<file path="src/design/deq_ram.sv">
// Generic single-port-write, single-port-read RAM with registered read.
// Read data holds when no read is issued; no dependencies.
module deq_ram #(
  parameter int WIDTH = 16,
  parameter int DEPTH = 256
) (
  input  logic                     clk,
  input  logic                     we,
  input  logic [$clog2(DEPTH)-1:0] waddr,
  input  logic [WIDTH-1:0]         wdata,
  input  logic                     re,
  input  logic [$clog2(DEPTH)-1:0] raddr,
  output logic [WIDTH-1:0]         rdata
);

  logic [WIDTH-1:0] mem [DEPTH];

  // Write port
  always_ff @(posedge clk) begin
    if (we) begin
      mem[waddr] <= wdata;
    end
  end

  // Registered read port
  always_ff @(posedge clk) begin
    if (re) begin
      rdata <= mem[raddr];
    end
  end

endmodule

</file>
<file path="config.mk">
export PLATFORM = sky130hd
export DESIGN_NAME = deq_ram
export DESIGN_NICKNAME = d
export VERILOG_FILES = /design/src/design/deq_ram.sv
export SDC_FILE = /design/constraint.sdc
export NUM_CORES = 2
export LEC_CHECK = 0
export BUFFER_PORTS_ARGS = -buffer_cell sky130_fd_sc_hd__buf_2
export CORE_MARGIN = 5
export CORE_UTILIZATION = 44
export CTS_BUF_LIST = sky130_fd_sc_hd__clkbuf_4 sky130_fd_sc_hd__clkbuf_8
export DETAILED_ROUTE_END_ITERATION = 12
export SLEW_MARGIN = 0
export SYNTH_ARGS = -nofsm -noshare
export SYNTH_HDL_FRONTEND = slang
export SYNTH_SLANG_ARGS = --single-unit
</file>
<file path="constraint.sdc">
create_clock -name clk -period 6 [get_ports clk]
set_clock_uncertainty 0.2 [all_clocks]
set_input_delay 0 -clock clk [delete_from_list [all_inputs] [get_ports clk]]
set_output_delay 0 -clock clk [all_outputs]
set_load 0.02 [all_outputs]
</file>
==> impl_results.md <==
* I/O pins at 51
* Setup-failing EPs final at 0
* Arrival time worst endpoint at 5330 ps
* Layout cell share with drive strength beyond 1 at 28.5%
* Fin crit share at 74.7%
* Met2 routed WL at 212000 um
* Placed Area at 166000 um2
* Pin count of the biggest net entering global routing at 169
* Layout net count at 8123
* Wire length on met3 at 36200 um
* Clk pin slew, worst setup/hold paths at 60 ps
* Leak at 57.1 nW
* DRT Pass-1 Iters at 6
* Final hold vios at 0
* Period minus WS final at 4480 ps
* Status: complete, no violations
* Wire length per cell at 32.7 um
* Worst VDD drop at 0.219 mV
* Crit end category: flip-flop
* Total CTS buffers at 643
* Hold Crit Class: in -> reg
* Final Cell Area at 180000 um2
* Number of synthesized register bits at 4112
* Initial antenna violation count at 31
* Slew of the pin with the lowest slew margin at 1430 ps
* Post-Synth XOR/XNOR Area at 0%
* Wirelength, routed at 438000 um
* Largest family of logic cells by synthesized area: multiplexers
* Vias in the first global route at 80744
* Critical Path Source Type: input pin
* Max Slew Vio Count at 0
* Post-DRT Antenna Nets at 0
* Area delta synth->final at 13.2%
* DR vias at 80340
* Simple-Gate Fraction of Synth Area at 1.57%
* Synth area leaders: edfxtp_1 78%, mux4_2 11%, mux2i_1 3.6%, o221ai_1 1.4%, nor2_1 0.72%
* Root Buffer Master: clkbuf_8
* Top FF cell, synth: edfxtp_1
* First-iteration detailed-routing DRC count at 10270
* Worst reg2reg path depth at 8
* Maximum fanout along the worst path at 89
* Chip height at 611 um
* Initial Utilization at 44.2%
* Vias per cell at 6.01
* Synth top area share at 77.7%
* Row count at 220
* Worst EP required at 6840 ps
* Post-synth net total at 7395
* Max Fclk at 223 MHz
* Number of H-tree levels at 6
* Hpwl dp at 252000 um
* Yosys top cell by area: edfxtp_1
* Sink Count at 4112
* Number of remaining DRC errors at 0
* Synth Area in Adders at 0%
* Syn_area_per_cell at 21.6 um2
* CTS max path bufs at 4
* Core area at 359000 um2
* All-Layer GR Usage at 23.1%
* Critical path class: in -> reg
* Pwr per Cell Area at 321 nW/um2
* First-pass GRT wire length at 616000 um
* Max Used Layer: met5
* Seq/Total Area, Yosys at 77.7%
* Die X at 611 um
* Ys async rst share at 0%
* RSZ-0062 raised after global routing: false
* Synth cell types at 51
* Die area at 373000 um2
* Hold path depth at 5
* M1 WL at 172000 um
* GP Congestion at 0.857
* Later-pin clock latency in the skew report at 1220 ps
* Mux contribution to synthesized area at 15.5%
* Slew margin rel. at 3.94%
* Port Buf Inserts at 50
* Synth Area in Compound Gates at 3.53%
* Mapped Cells at 7360
* Post-CTS Setup Bufs at 0
* TNS Setup at 0 ps
* GRT Residual Overflow at 0
* Netlist Area Pre-Place at 159000 um2
* Synth warn at 0
* Number of synthesized flops with an enable pin at 4112
* Max_cap viols at 0
* TritonCTS clock tree: done
worst paths after layout:
check | start | endpoint | slack [ps]
worst max-delay path | raddr[4] | rdata[4]$_DFFE_PP_ | 1520
worst min-delay path | waddr[1] | mem[203][12]$_DFFE_PP_ | 120
worst max register to register | mem[122][4]$_DFFE_PP_ | rdata[4]$_DFFE_PP_ | 2110
worst min register to register | mem[96][7]$_DFFE_PP_ | rdata[7]$_DFFE_PP_ | 1000
layout by cell type, fill, tap and decap left out, types with 19 or more instances in the layout:
cell type,count
a22o_1,32
a21oi_1,175
nor2_2,77
clkinv_2,73
o22ai_1,148
o21ai_0,37
nor2_1,226
clkinv_1,159
buf_12,41
edfxtp_1,4112
mux2_2,88
o32ai_1,20
buf_4,364
nand3_1,26
nand4_1,26
mux4_2,797
inv_6,19
clkbuf_8,653
mux2i_1,565
nor3_1,89
dlygate4sd3_1,64
nand2_1,38
buf_2,29
a221oi_1,28
o221ai_1,252
clkbuf_4,200
a22oi_1,43
per-layer routing:
metal	vias to the layer above	global-route usage (%)
met5	-	0
met3	743	4.31
met4	10	8.40
met2	3785	37.2
met1	42925	31.6
li1	32877	-
layout make-up:
class | count | area, um2
well taps | 4773 | 5970
fillers | 28728 | 180000
multi-input cells | 2792 | 33000
flip-flops and latches | 4112 | 123000
repair buffers | 535 | 5090
clock buffers | 852 | 10500
clock inverters | 294 | 1840
diodes | 8 | 20.0
inverters | 4 | 27.5
state kept, by name, summed over array words and instances (netlist names):
| name | count |
|---|---|
| mem | 4096 |
| rdata | 16 |
worst max-delay path: stages:
cell           delay, ps
dlygate4sd3_1        690
buf_6                440
inv_6                320
buf_12               320
o221ai_1             290
o22ai_1              150
nor3_1               960
nor4_1               230
dlygate4sd3_1        710
nor4_2               210
dlygate4sd3_1        580
cell families (layout without fill, tap and decap cells):
logic type / Yosys count / count (layout)
compound gates: 786 / 786
buf+inv: 456 / 1685
flops: 4112 / 4112
mux: 1450 / 1450
other cells: 0 / 8
simple gates: 556 / 556
report_power, final:
group | leakage, nW | internal (mW) | switching (mW)
logic | 13.6 | 1.03 | 2.00
registers | 37.0 | 31.7 | 0.0503
clock network | 6.51 | 12.0 | 10.9
total | 57.1 | 44.7 | 13.0
synthesized netlist by cell type, drive strengths merged, types with 16 or more instances:
cell    count
nor3       92
o22ai     148
buf       222
mux2i     565
nand2      38
a211oi     18
clkbuf    230
o31ai      16
o32ai      21
nand3      35
mux2       88
nor2      304
o221ai    253
o21ai      38
a221oi     28
a21oi     175
a22oi      43
a22o       32
nand4      26
nor4       18
edfxtp   4112
mux4      797
stage by stage:
step	util (%)	worst slack [ps]	cells	hold slack (ps)	power [mW]
after floorplan	-	3550	7360	-101	33.9
after global placement	46.3	1500	12133	252	35.2
after detailed placement	46.3	1450	12135	260	35.3
after CTS	50.0	1910	13362	0.502	58.1
after global routing	50.0	1500	13365	86.5	59.5
final	50.0	1520	13370	116	57.7
repair_timing:
action                    in CTS  in global routing
gates resized for setup        0                  0
hold buffers                  81                  0
hold endpoints to repair    7502                  0
Power figures use the tool's default switching activity.
